===== src/rtl/core/text_integer_extractor_macros.svh =====
// Assertion macros for the text integer extractor RTL.
// Needs a clk and an active-low rst_n in the scope of each use.
`ifndef TEXT_INTEGER_EXTRACTOR_MACROS_SVH
`define TEXT_INTEGER_EXTRACTOR_MACROS_SVH

// same-cycle implication, checked outside reset
`define TIE_ASSERT_NOW(lbl, ante, cons, msg) \
  lbl: assert property (@(posedge clk) disable iff (!rst_n) (ante) |-> (cons)) else $error(msg);

// next-cycle implication, checked outside reset
`define TIE_ASSERT_NEXT(lbl, ante, cons, msg) \
  lbl: assert property (@(posedge clk) disable iff (!rst_n) (ante) |=> (cons)) else $error(msg);

`endif


===== src/rtl/core/tie_pkg.sv =====
// Package for the text integer extractor: word types, scan state, characters.
// No dependencies.
`timescale 1ns / 1ps

package tie_pkg;

  typedef struct packed {
    logic [7:0] text_byte;
    logic       end_of_text;
  } in_word_t;

  typedef struct packed {
    logic signed [31:0] number_value;
    logic               has_number;
    logic               overflowed;
    logic               string_done;
  } out_word_t;

  typedef enum logic [1:0] {
    SIGN_NONE  = 2'd0,
    SIGN_PLUS  = 2'd1,
    SIGN_MINUS = 2'd2
  } sign_t;

  typedef struct packed {
    logic        inside_number;
    logic        after_dot;
    logic        is_negative;
    sign_t       pending_sign;
    logic [31:0] magnitude_acc;
    logic        saturated_flag;
  } scan_state_t;

  localparam logic [7:0] CH_DOT   = 8'h2E;
  localparam logic [7:0] CH_PLUS  = 8'h2B;
  localparam logic [7:0] CH_MINUS = 8'h2D;
  localparam logic [7:0] CH_ZERO  = 8'h30;
  localparam logic [7:0] CH_NINE  = 8'h39;

  localparam logic [35:0] MAG_POS_LIMIT = 36'h07FFFFFFF;
  localparam logic [35:0] MAG_NEG_LIMIT = 36'h080000000;

endpackage


===== src/rtl/core/tie_scan_step.sv =====
// One scan step: current state and one text byte give next state and result.
// Depends on tie_pkg.
`timescale 1ns / 1ps

module tie_scan_step (
  input  tie_pkg::scan_state_t st,
  input  tie_pkg::in_word_t    word,
  output tie_pkg::scan_state_t st_nxt,
  output tie_pkg::out_word_t   res,
  output logic                 emit
);

  always_comb begin
    logic                is_digit;
    logic                is_dot;
    logic                ends_num;
    logic                has;
    logic                neg_e;
    logic                take_digit;
    logic [3:0]          dval;
    logic [31:0]         mag_base;
    logic [35:0]         sum;
    logic [35:0]         lim;
    logic                sat_now;
    logic [31:0]         mag_e;
    logic                sat_e;
    tie_pkg::sign_t      sign_b;

    is_digit   = (word.text_byte >= tie_pkg::CH_ZERO) && (word.text_byte <= tie_pkg::CH_NINE);
    is_dot     = (word.text_byte == tie_pkg::CH_DOT);
    dval       = 4'(word.text_byte - tie_pkg::CH_ZERO);
    ends_num   = st.inside_number && !is_digit && !is_dot;
    has        = st.inside_number || is_digit;
    neg_e      = st.inside_number ? st.is_negative : (st.pending_sign == tie_pkg::SIGN_MINUS);
    take_digit = is_digit && !(st.inside_number && st.after_dot);
    mag_base   = st.inside_number ? st.magnitude_acc : 32'd0;

    sum = {1'b0, mag_base, 3'b000} + {3'b000, mag_base, 1'b0} + {32'd0, dval};
    lim = neg_e ? tie_pkg::MAG_NEG_LIMIT : tie_pkg::MAG_POS_LIMIT;
    sat_now = (sum > lim);

    if (take_digit) begin
      mag_e = sat_now ? lim[31:0] : sum[31:0];
      sat_e = (st.inside_number && st.saturated_flag) || sat_now;
    end else begin
      mag_e = st.magnitude_acc;
      sat_e = st.saturated_flag;
    end

    if (word.text_byte == tie_pkg::CH_PLUS) begin
      sign_b = tie_pkg::SIGN_PLUS;
    end else if (word.text_byte == tie_pkg::CH_MINUS) begin
      sign_b = tie_pkg::SIGN_MINUS;
    end else begin
      sign_b = tie_pkg::SIGN_NONE;
    end

    emit = word.end_of_text || ends_num;

    res.has_number   = has;
    res.string_done  = word.end_of_text;
    res.overflowed   = has && sat_e;
    if (!has) begin
      res.number_value = 32'sd0;
    end else if (neg_e) begin
      res.number_value = $signed(32'd0 - mag_e);
    end else begin
      res.number_value = $signed(mag_e);
    end

    st_nxt = '0;
    if (word.end_of_text) begin
      st_nxt = '0;
    end else if (ends_num) begin
      st_nxt.pending_sign = sign_b;
    end else if (has) begin
      st_nxt.inside_number  = 1'b1;
      st_nxt.after_dot      = (st.inside_number && st.after_dot) || is_dot;
      st_nxt.is_negative    = neg_e;
      st_nxt.pending_sign   = tie_pkg::SIGN_NONE;
      st_nxt.magnitude_acc  = mag_e;
      st_nxt.saturated_flag = sat_e;
    end else begin
      st_nxt.pending_sign = sign_b;
    end
  end

endmodule


===== src/rtl/core/text_integer_extractor.sv =====
// Text integer extractor top level: input register, scan step, two-word result queue.
// Depends on tie_pkg, tie_scan_step and text_integer_extractor_macros.svh.
`timescale 1ns / 1ps

// Scans ASCII text one byte per word and returns each signed decimal integer it finds
// (digits, optionally led by a directly preceding '+' or '-', running on over digits and
// dots; value is the part before the first dot, saturated to 32-bit signed). A word gives
// a result only when it ends a number or carries end_of_text; the end_of_text word always
// gives exactly one result with string_done set. Throughput is one byte per clock while
// the result queue is not full: a byte is held in the input register, passes the scan
// step (one multiply-by-ten, add and limit compare) and lands in a two-word result
// queue; input keeps flowing while fewer than two results wait for out_ready.

module text_integer_extractor (
  input  logic               clk,
  input  logic               rst_n,
  input  logic               in_valid,
  output logic               in_ready,
  input  tie_pkg::in_word_t  in_data,
  output logic               out_valid,
  input  logic               out_ready,
  output tie_pkg::out_word_t out_data
);

`include "text_integer_extractor_macros.svh"

  logic                 in_valid_r;
  tie_pkg::in_word_t    in_word_r;
  tie_pkg::scan_state_t st_r;
  tie_pkg::scan_state_t st_nxt;
  tie_pkg::out_word_t   res;
  logic                 emit;
  logic                 adv;
  logic                 push;
  logic                 pop;
  tie_pkg::out_word_t   q_mem [2];
  logic                 wr_ptr_r;
  logic                 rd_ptr_r;
  logic [1:0]           cnt_r;
  logic [1:0]           cnt_nxt;

  tie_scan_step u_step (
    .st     (st_r),
    .word   (in_word_r),
    .st_nxt (st_nxt),
    .res    (res),
    .emit   (emit)
  );

  assign adv      = in_valid_r && (cnt_r != 2'd2);
  assign in_ready = !in_valid_r || adv;
  assign push     = adv && emit;
  assign pop      = out_valid && out_ready;
  assign out_valid = (cnt_r != 2'd0);
  assign out_data  = q_mem[rd_ptr_r];

  always_comb begin
    cnt_nxt = cnt_r;
    if (push && !pop) begin
      cnt_nxt = cnt_r + 2'd1;
    end else if (pop && !push) begin
      cnt_nxt = cnt_r - 2'd1;
    end
  end

  always_ff @(posedge clk) begin
    if (!rst_n) begin
      in_valid_r <= 1'b0;
      st_r       <= '0;
      wr_ptr_r   <= 1'b0;
      rd_ptr_r   <= 1'b0;
      cnt_r      <= 2'd0;
    end else begin
      if (in_ready) begin
        in_valid_r <= in_valid;
      end
      if (adv) begin
        st_r <= st_nxt;
      end
      if (push) begin
        wr_ptr_r <= !wr_ptr_r;
      end
      if (pop) begin
        rd_ptr_r <= !rd_ptr_r;
      end
      cnt_r <= cnt_nxt;
    end
  end

  always_ff @(posedge clk) begin
    if (in_ready && in_valid) begin
      in_word_r <= in_data;
    end
    if (push) begin
      q_mem[wr_ptr_r] <= res;
    end
  end

  `TIE_ASSERT_NEXT(a_reset_after_end, adv && in_word_r.end_of_text, st_r == '0, "state not cleared after end of text")
  `TIE_ASSERT_NOW(a_empty_result_zero, push && !res.has_number, res.number_value == 32'sd0 && !res.overflowed, "result without number carries data")
  `TIE_ASSERT_NOW(a_sat_extreme, push && res.overflowed, res.number_value == 32'sh7FFFFFFF || res.number_value == 32'sh80000000, "saturated value not at a limit")
  `TIE_ASSERT_NOW(a_queue_bound, 1'b1, cnt_r != 2'd3, "result queue count out of range")

endmodule

===== config.mk =====
export PLATFORM = sky130hd
export DESIGN_NAME = text_integer_extractor
export DESIGN_NICKNAME = d
export VERILOG_FILES = /design/src/rtl/core/tie_pkg.sv /design/src/rtl/core/tie_scan_step.sv /design/src/rtl/core/text_integer_extractor.sv
export VERILOG_INCLUDE_DIRS = /design/src /design/src/rtl/core
export SDC_FILE = /design/constraint.sdc
export NUM_CORES = 1
export LEC_CHECK = 0
export BUFFER_PORTS_ARGS = -buffer_cell sky130_fd_sc_hd__buf_2
export CORE_MARGIN = 5
export CORE_UTILIZATION = 55
export DETAILED_ROUTE_END_ITERATION = 10
export PLACE_DENSITY = 0.76
export SKIP_CTS_REPAIR_TIMING = 1
export SLEW_MARGIN = 20
export SYNTH_ARGS = -nofsm -noshare
export SYNTH_HDL_FRONTEND = slang
export SYNTH_SLANG_ARGS = --single-unit

===== constraint.sdc =====
create_clock -name clk -period 7.05 [get_ports clk]
set_clock_uncertainty 0.1 [all_clocks]
set_input_delay 0.705 -clock clk [delete_from_list [all_inputs] [get_ports clk]]
set_output_delay 0.705 -clock clk [all_outputs]
set_load 0.01 [all_outputs]

### After elaboration in Yosys (flattened, before gate mapping)

Memory sizes are Yosys's and may differ from the RTL's. A register that Yosys moved wholly into a read port is not among the register bits.
Index checks and enable logic that the tools add are counted.

* memories kept: 1
* bits in writable memories: 70
* input bits: 13
* word-level logic and storage cells: 78
* bits in registers: 52

Memories
* q_mem: depth 2, bits a word 35, rd ports 1, clocked after memory_dff 1, write ports 1, RTL line text_integer_extractor.sv:36 `tie_pkg::out_word_t q_mem [2];`

* magnitude comparators: 3
* add/sub/neg operators: 6
* muxes and demuxes: 23
* reduce and logical (&&, ||, !) cells: 28
* eq/ne operators: 5

Operator list (number)
* 32-bit 2-to-1 mux: 6
* 33-bit 2-to-1 mux: 2
* 38-bit 2-to-1 mux: 1
* 35-bit by 33-bit adder with 36-bit output: 1
* 36-bit by 4-bit adder with 36-bit output: 1
* 36-bit > comparator: 1
* 1-bit by 32-bit subtractor with 32-bit output (first input constant): 1
* 8-bit by 6-bit == test with 1-bit output (second input constant): 3
* 1-bit logical AND: 13
* 2-bit 2-to-1 mux: 6
* 8-bit by 6-bit greater-or-equal comparator with 1-bit output (second input constant): 1
* 8-bit by 6-bit less-or-equal comparator with 1-bit output (second input constant): 1
* 1-bit logical NOT: 8
* 1-bit 2-to-1 mux: 6
* 3-bit 2-to-1 mux: 2
* 1-bit logical OR: 5
* 2-bit nonzero test: 2
* 4-bit by 1-bit subtractor with 4-bit output (second input constant): 1
* 2-bit by 1-bit adder with 2-bit output (second input constant): 1
* 2-bit == test (second input constant): 1
* 2-bit inequality test (second input constant): 1
* 2-bit by 1-bit subtractor with 2-bit output (second input constant): 1

### Depth between registers and ports, before layout

Gate-level depths: netlist of the first run.

* depth after elaboration: 11
* gate-level depth with buffers: 30
* gate-level depth less buffers: 27

### Modules after synthesis

A second synthesis of the first run with hierarchy kept.

* cells, all modules: 1132
* area, all modules: 9992.1 um^2

By module, submodules not included
* tie_scan_step: times used 1, cells each 809, area each 5476.5 um^2
* text_integer_extractor: times used 1, cells each 323, area each 4515.6 um^2

### Worst setup path before layout of the first run

OpenSTA, ideal clock, no wires.

* path kind: reg-to-reg
* start: register st_r[37] in the netlist's numbering
* end: memory q_mem[0][34] in the netlist's numbering (data pin)
* slack: -0.231 ns
* arrival: 6.919 ns
* stages on the path, launching flop included: 29
* clock period less this slack: 7.281 ns
* data required time: 6.688 ns
* cells stage by stage: dfxtp_1 > clkbuf_1 > clkbuf_1 > nand2_1 > fa_1 > inv_1 > fa_1 > a21o_1 > a221o_1 > and3_4 > o31ai_1 > o41a_1 > o21ai_0 > xor2_1 > ha_1 > and4_1 > and2_1 > a221oi_1 > a31oi_1 > o31ai_1 > o211a_1 > buf_2 > a311oi_2 > a311oi_1 > nand3_2 > nor4_4 > nand3_1 > o31a_1 > mux2_4

RTL lines
* from (decl): RTL line text_integer_extractor.sv:29 `tie_pkg::scan_state_t st_r;`
* from (signal assigned): RTL line text_integer_extractor.sv:78 `st_r <= st_nxt;`
* to (decl): RTL line text_integer_extractor.sv:36

==> summary.txt, run 1 <==
Logic synthesis
  – Async SR Flop Fraction: 0%
  – Mapped cell area: 9380 µm²
  – Mux contribution to synthesized area: 4.47%
  – Syn nets: 1127
  – Synth Area in Compound Gates: 18.8%
  – Yosys top cell by area: edfxtp_1
  – Largest family of logic cells by synthesized area: simple AND/OR/NAND/NOR gates
  – Sequential element share of the synthesized area: 34.7%
  – Flops & latches, synth: 123
  – Post-synth top area share: 25.3%
  – Post-synthesis cell type count: 77
  – Syn Area/Cell: 9.23 µm²
  – Most frequently used flop master after synthesis: edfxtp_1
  – Largest cells by area after synthesis: edfxtp_1, ha_1, dfxtp_1
  – Post-synth EDFFs: 79
  – Synth warn: 0
  – Synth Area in XOR/XNOR: 5.87%
  – Post-Synth Simple-Gate Area: 20.0%
  – Area share of fa/ha/maj cells after synthesis: 13.2%
  – Mapped Cells: 1016

Clocking
  – Worst skew pair latency: 0.41 ns
  – Clock slew at reported path FFs: 0.06 ns
  – TritonCTS Buffers: 17
  – Sink Count: 123
  – Htree depth: 4
  – Clock Tree Root: clkbuf_16
  – Clk buf depth: 2
  – CTS tree: done

Layout
  – Share of layout cells above drive strength 1: 20.1%
  – Layout Nets: 1190
  – Register area: 3260 µm²
  – N_diodes: 0
  – Fill count: 1326
  – Multi-input gate area: 6090 µm²
  – Area Growth Syn to Fin: 16.1%
  – Final core occ: 65.4%

Place
  – HPWL after DPL: 17.9 mm
  – Routability Congestion: 1.03
  – Port Buffer Count: 49

Worst setup path
  – Worst Path Required: 7.11 ns
  – Slowest-stage cell, CP: fa_1
  – R2R setup slack: 0.15 ns
  – Crit end category: register
  – Critical path peak fanout: 7
  – Worst stage delay on the critical path: 0.48 ns
  – Crit path arrival time: 6.96 ns
  – Setup Crit Path Kind: reg2reg
  – Worst R2R Start: st_r[1]
  – Cells on worst reg2reg path: 28
  – Startpoint types: register
  – Most frequent CP cell: buf_4
  – Worst R2R End: q_mem[0][34]

STA
  – Period utilisation layout: 97.9%
  – Final Hold Fails: 0
  – Setup-failing EPs final: 0
  – Post-route minimum period: 6.90 ns
  – Max frequency: 145 MHz
  – Final Slew Violations: 0
  – Slew @ Worst Pin: 1.00 ns
  – Slew headroom: 33.0%

GRT
  – Remaining Overflow, GRT: 0
  – Vias in the first global route: 7883
  – GRT Total Usage: 24.7%
  – Initial antenna violation count: 0
  – Largest net degree at the start of global routing: 45
  – First-pass GRT wire length: 40.2 mm

Die
  – Initial Util: 56.3%
  – Die width: 141 µm
  – Num ports: 50
  – Die area: 19800 µm²
  – Die height: 141 µm
  – Core Box Area: 16600 µm²
  – Site row count: 47

Status
  – Outcome: finished, final reports clean

Drt
  – Post-route DRC violation count: 0
  – Via Count: 8218
  – Starting DRC count in detailed routing: 680
  – Routed Antenna Nets: 0
  – Routed wire per std cell: 19.0 µm
  – Aggregate routed wire length: 25.0 mm
  – DR pass1 iterations: 5
  – Routed vias/inst: 6.26

Power
  – Leak Pwr: 4.46 nW
  – Final Total Pwr: 1.98 mW
  – Maximum vdd drop: 141 µV
  – P per Cell Area: 182 nW/µm²

Worst hold path
  – HP Start: in_data[8]
  – Hold Path Cell Cnt: 1
  – Hold endpoint: in_word_r[8]
  – Worst hold path type: in2reg

Job
  – Number of max-cap violations: 0
==> state kept, by name, indices dropped and copies added, names as in the netlist, named ones only <==
name,flops
st_r,38
in_word_r,9
rd_ptr_r,1
in_valid_r,1
cnt_r,2
wr_ptr_r,1
q_mem,70
==> cell type report <==
cell class                 instances  area share [%]
clock inverter                    15            1.51
multi-input combinational        824            56.0
sequential                       123            29.9
tap                              220            2.53
timing repair buffer              96            5.60
clock buffer                      17            3.91
inverter                          17           0.586
==> kinds of logic after synthesis <==
family                   Yosys count
AND/OR/NAND/NOR                  358
AO/OA/AOI/OAI                    269
flip-flops                       123
adder cells (fa/ha/maj)           98
buffers and inverters             69
XOR/XNOR                          62
multiplexers                      37
==> placed cells by master (no fill, tap or decap), types with 4 or more instances in the layout <==
cell type | synthesis | layout
nand3_1 | 21 | 21
buf_4 | 0 | 44
a21oi_1 | 73 | 70
a211oi_1 | 9 | 5
o21a_1 | 7 | 7
clkbuf_16 | 0 | 17
a21o_1 | 9 | 9
o21ai_1 | 0 | 4
buf_2 | 9 | 49
nor2b_1 | 33 | 31
or3_1 | 5 | 4
nand2_1 | 89 | 89
dfxtp_1 | 44 | 42
a21oi_2 | 1 | 4
a22oi_1 | 21 | 21
and3_1 | 7 | 7
xor2_1 | 32 | 32
edfxtp_1 | 79 | 79
nor3_1 | 19 | 18
inv_6 | 0 | 4
mux2_2 | 35 | 35
nand4_1 | 21 | 21
a21boi_0 | 6 | 5
o21ai_0 | 71 | 66
a31oi_1 | 16 | 14
nor2_1 | 77 | 77
and2_1 | 59 | 59
xnor2_2 | 1 | 4
ha_1 | 96 | 96
inv_1 | 16 | 16
xnor2_1 | 29 | 26
a211oi_2 | 1 | 5
o211ai_1 | 5 | 5
clkinv_4 | 0 | 4
==> Yosys cell counts, drive strengths merged (6+ instances only) <==
cell type / instances
a22oi: 21
buf: 12
nand3: 22
a21boi: 6
nor2b: 33
xor2: 32
a21o: 9
xnor2: 30
a21oi: 74
a311oi: 6
clkbuf: 40
edfxtp: 79
o31ai: 6
nand4: 21
nor2: 77
dfxtp: 44
and3: 8
mux2: 36
o211ai: 6
and2: 59
nand2: 89
o21ai: 72
ha: 96
inv: 16
a31oi: 16
nor3: 21
a211oi: 10
o21a: 7
==> worst max-delay path, delay by kind of cell (launching register included) <==
family	cells	cell delay [ns]
AO/OA/AOI/OAI	12	2.66
adder cells (fa/ha/maj)	3	1.19
AND/OR/NAND/NOR	6	1.13
XOR/XNOR	1	0.21
multiplexers	1	0.31
buffers and inverters	5	0.68
flip-flops	1	0.37
==> power breakdown <==
part / switching, mW / internal, mW / total (mW)
sequential: 0.0155 / 0.795 / 0.810
clock: 0.350 / 0.527 / 0.877
combinational: 0.161 / 0.136 / 0.296
==> layer usage <==
layer / vias up / GRT usage (%) / routed length, µm
met1: 3933 / 34.5 / 11100
met3: 49 / 3.27 / 1720
met2: 350 / 39.5 / 11500
met5: - / 0 / 0
met4: 0 / 8.92 / 654
li1: 3886 / - / -
==> stage by stage <==
step / TNS (ns) / instances / worst slack (ns) / hold WS (ns) / instance area (µm²)
after global routing: -1.35 / 1312 / -0.120 / 0.348 / 10900
after CTS: -14.82 / 1306 / -0.441 / 0.349 / 10600
after detailed placement: -11.22 / 1274 / -0.400 / 0.386 / 10000
after global placement: -1.16 / 1274 / -0.162 / 0.379 / 10000
after floorplan: 0 / 1016 / 0.0163 / 0.352 / 9410
final: 0 / 1312 / 0.148 / 0.363 / 10900
==> worst max-delay path by stage <==
stage	start	to
global route	st_r[37]	q_mem[0][34]
global placement	st_r[1]	q_mem[0][21]
detailed placement	st_r[1]	q_mem[1][21]
floorplan	st_r[37]	q_mem[0][34]
CTS	st_r[1]	q_mem[0][21]
finish	st_r[1]	q_mem[0][34]
No activity file was read; power rests on OpenSTA's default activity.
==> inputs of run 2 (changes only) <==
--- a/config.mk
+++ b/config.mk
@@ -6,6 +6,7 @@
 export SDC_FILE = /design/constraint.sdc
 export NUM_CORES = 1
 export LEC_CHECK = 0
+export ABC_AREA = 1
 export BUFFER_PORTS_ARGS = -buffer_cell sky130_fd_sc_hd__buf_2
 export CORE_MARGIN = 5
 export CORE_UTILIZATION = 55
==> run 2 against run 1 <==
Critical path depth increased by 4. Fmax increased by 10%. Sequential power decreased by 1%. Combinational power decreased by 23%. Setup slack improved by 0.64 ns. Sequential share of layout area decreased by 0.23 points. Non-clock buffer count decreased by 37. Clock power decreased by 8.0%. Routed wire length increased by 0.24%. Core utilization decreased by 4.2 points. Largest cell class unchanged.
==> summary.txt, run 2 <==
Status
  – Outcome: finished, final reports clean

Power
  – Leak Pwr: 5.72 nW
  – P per Cell Area: 167 nW/µm²
  – Maximum vdd drop: 246 µV

Layout
  – Final instance area: 11000 µm²
  – Largest regs: q_mem x70, st_r x38, in_word_r x9
  – Commonest cells after routing, fill and taps aside: nand2_1, inv_1, nor2_1, a21oi_1, ha_1
  – N_diodes: 0
  – Share of layout cells above drive strength 1: 13.9%
  – Most common cell after layout, fill and taps aside: nand2_1
  – Area Growth Syn to Fin: 10.2%
  – Final core occ: 61.3%
  – Largest register FFs: 70
  – Post-route insts no fill: 1650
  – Biggest register: q_mem
  – Layout Nets: 1519

Logic synthesis
  – Synth warn: 0
  – Yosys top cell by area: edfxtp_1
  – Flops & latches, synth: 123
  – Syn nets: 1480
  – Async SR Flop Fraction: 0%
  – Mapped cell area: 9950 µm²
  – Post-Synth Simple-Gate Area: 31.4%
  – Synth Area in Compound Gates: 8.50%
  – Most common cell in the netlist: nand2_1
  – Largest cells by area after synthesis: edfxtp_1, nand2_1, ha_1
  – Post-synth top area share: 23.8%
  – Synth Area in XOR/XNOR: 2.73%
  – Most instantiated cells after synthesis: nand2_1, inv_1, nor2_1
  – Post-synthesis cell type count: 49
  – Area share of fa/ha/maj cells after synthesis: 12.5%
  – Mux contribution to synthesized area: 3.96%
  – Mapped Cells: 1369
  – Sequential element share of the synthesized area: 32.7%
  – Largest family of logic cells by synthesized area: simple AND/OR/NAND/NOR gates
  – Most frequently used flop master after synthesis: edfxtp_1
  – Syn Area/Cell: 7.27 µm²
  – Post-synth EDFFs: 79

Clocking
  – Worst skew pair latency: 0.42 ns
  – Clk buf depth: 2
  – Clock slew at reported path FFs: 0.06 ns
  – Clock Tree Root: clkbuf_16
  – CTS tree: done
  – Htree depth: 4
  – TritonCTS Buffers: 17
  – Sink Count: 123

Die
  – Die width: 145 µm
  – Core Box Area: 17900 µm²
  – Num ports: 50
  – Site row count: 49
  – Die area: 20900 µm²
  – Die height: 145 µm
  – Initial Util: 55.6%

STA
  – Slew headroom: 31.7%
  – Worst hold slack: 0.362 ns
  – Final Slew Violations: 0
  – Post-route minimum period: 6.26 ns
  – Max frequency: 160 MHz
  – Slew @ Worst Pin: 1.02 ns
  – Fin Setup TNS: 0 ns
  – Setup-failing EPs final: 0
  – RSZ-0062 raised after global routing: false
  – Final Hold Fails: 0
  – Period utilisation layout: 88.8%

Worst setup path
  – Delay-heaviest family, CP: simple AND/OR/NAND/NOR gates
  – Critical path peak fanout: 26
  – Setup Crit Path Kind: reg2reg
  – R2R setup slack: 0.79 ns
  – Worst R2R Start: st_r[37]
  – Slowest-stage cell, CP: dfxtp_2
  – Worst R2R End: q_mem[1][29]
  – Worst stage delay on the critical path: 0.56 ns
  – Cells on worst reg2reg path: 32
  – Worst Path Required: 7.20 ns
  – WP buf/inv: 3
  – Most frequent CP cell: nand2_1
  – Crit path arrival time: 6.41 ns
  – Critical path startpoint: st_r[37]
  – Worst Setup EP: q_mem[1][29]
  – Startpoint types: register
  – Crit path depth: 32
  – Crit end category: register

Place
  – Routability Congestion: 0.950
  – Placed insts: 1618
  – HPWL after DPL: 19.5 mm
  – Port Buffer Count: 49
  – Post-DP Area: 10400 µm²

Drt
  – Via Count: 8986
  – Post-route DRC violation count: 0
  – Aggregate routed wire length: 25.1 mm
  – Routed Antenna Nets: 0
  – Routed vias/inst: 5.45
  – Starting DRC count in detailed routing: 739
  – DR pass1 iterations: 5
  – Routed wire per std cell: 15.2 µm

GRT
  – GRT Total Usage: 24.2%
  – Remaining Overflow, GRT: 0
  – First-pass GRT wire length: 40.4 mm
  – Initial antenna violation count: 0
  – Vias in the first global route: 8362
  – Largest net degree at the start of global routing: 43

Job
  – Number of max-cap violations: 0

Worst hold path
  – Worst hold path type: in2reg
==> run 2: changes by cell type after synthesis, sizes merged, moves of 10 or more <==
cell,change
a31oi,-15
nand3,+54
a21oi,+29
or2,+10
nor2b,-33
xnor2,-23
nor2,+59
nand2,+352
and2,-56
a22oi,-21
clkbuf,-18
o21ai,-37
inv,+156
==> run 2: cell type report <==
type | count | area [µm²]
fillers | 1603 | 6940
multi-input cells | 1034 | 5900
flip-flops and latches | 123 | 3250
inverters | 173 | 649
clock buffers | 21 | 472
repair buffers | 59 | 320
well taps | 229 | 287
clock inverters | 11 | 85.1
==> run 2: kinds of logic after synthesis <==
family / after synthesis
AO/OA/AOI/OAI: 155
XOR/XNOR: 31
adder cells (fa/ha/maj): 98
buffers and inverters: 212
flip-flops: 123
multiplexers: 35
AND/OR/NAND/NOR: 715
==> run 2: report_power, final <==
part | switching [mW] | total, mW | leakage [nW] | internal (mW)
logic | 0.136 | 0.229 | 4.43 | 0.0930
registers | 0.0101 | 0.801 | 1.03 | 0.791
clock network | 0.324 | 0.807 | 0.262 | 0.483
total | 0.470 | 1.84 | 5.72 | 1.37
==> run 2: worst min-delay path by stage <==
stage	startpoint	to	slack [ns]	cells after the start
after detailed placement	st_r[33]	st_r[33]	0.35	2
after floorplan	st_r[33]	st_r[33]	0.34	2
after CTS	in_data[0]	in_word_r[0]	0.35	1
after global placement	st_r[33]	st_r[33]	0.35	2
final	in_data[7]	in_word_r[7]	0.36	1
after global routing	in_data[7]	in_word_r[7]	0.34	1
==> run 2: per-stage QoR <==
step | power [mW] | setup slack [ns]
floorplan | 0.969 | 1.65
global placement | 1.04 | 0.827
detailed placement | 1.05 | 0.716
CTS | 1.85 | 0.687
global route | 1.90 | 0.272
finish | 1.84 | 0.790
==> run 2: routing by layer <==
metal,global-route usage (%),part of all wire [%],vias to the layer above
li1,-,-,4548
met1,32.9,44,4074
met2,39.2,46,318
met3,4.00,6.9,46
met4,8.39,2.5,0
met5,0,0,-
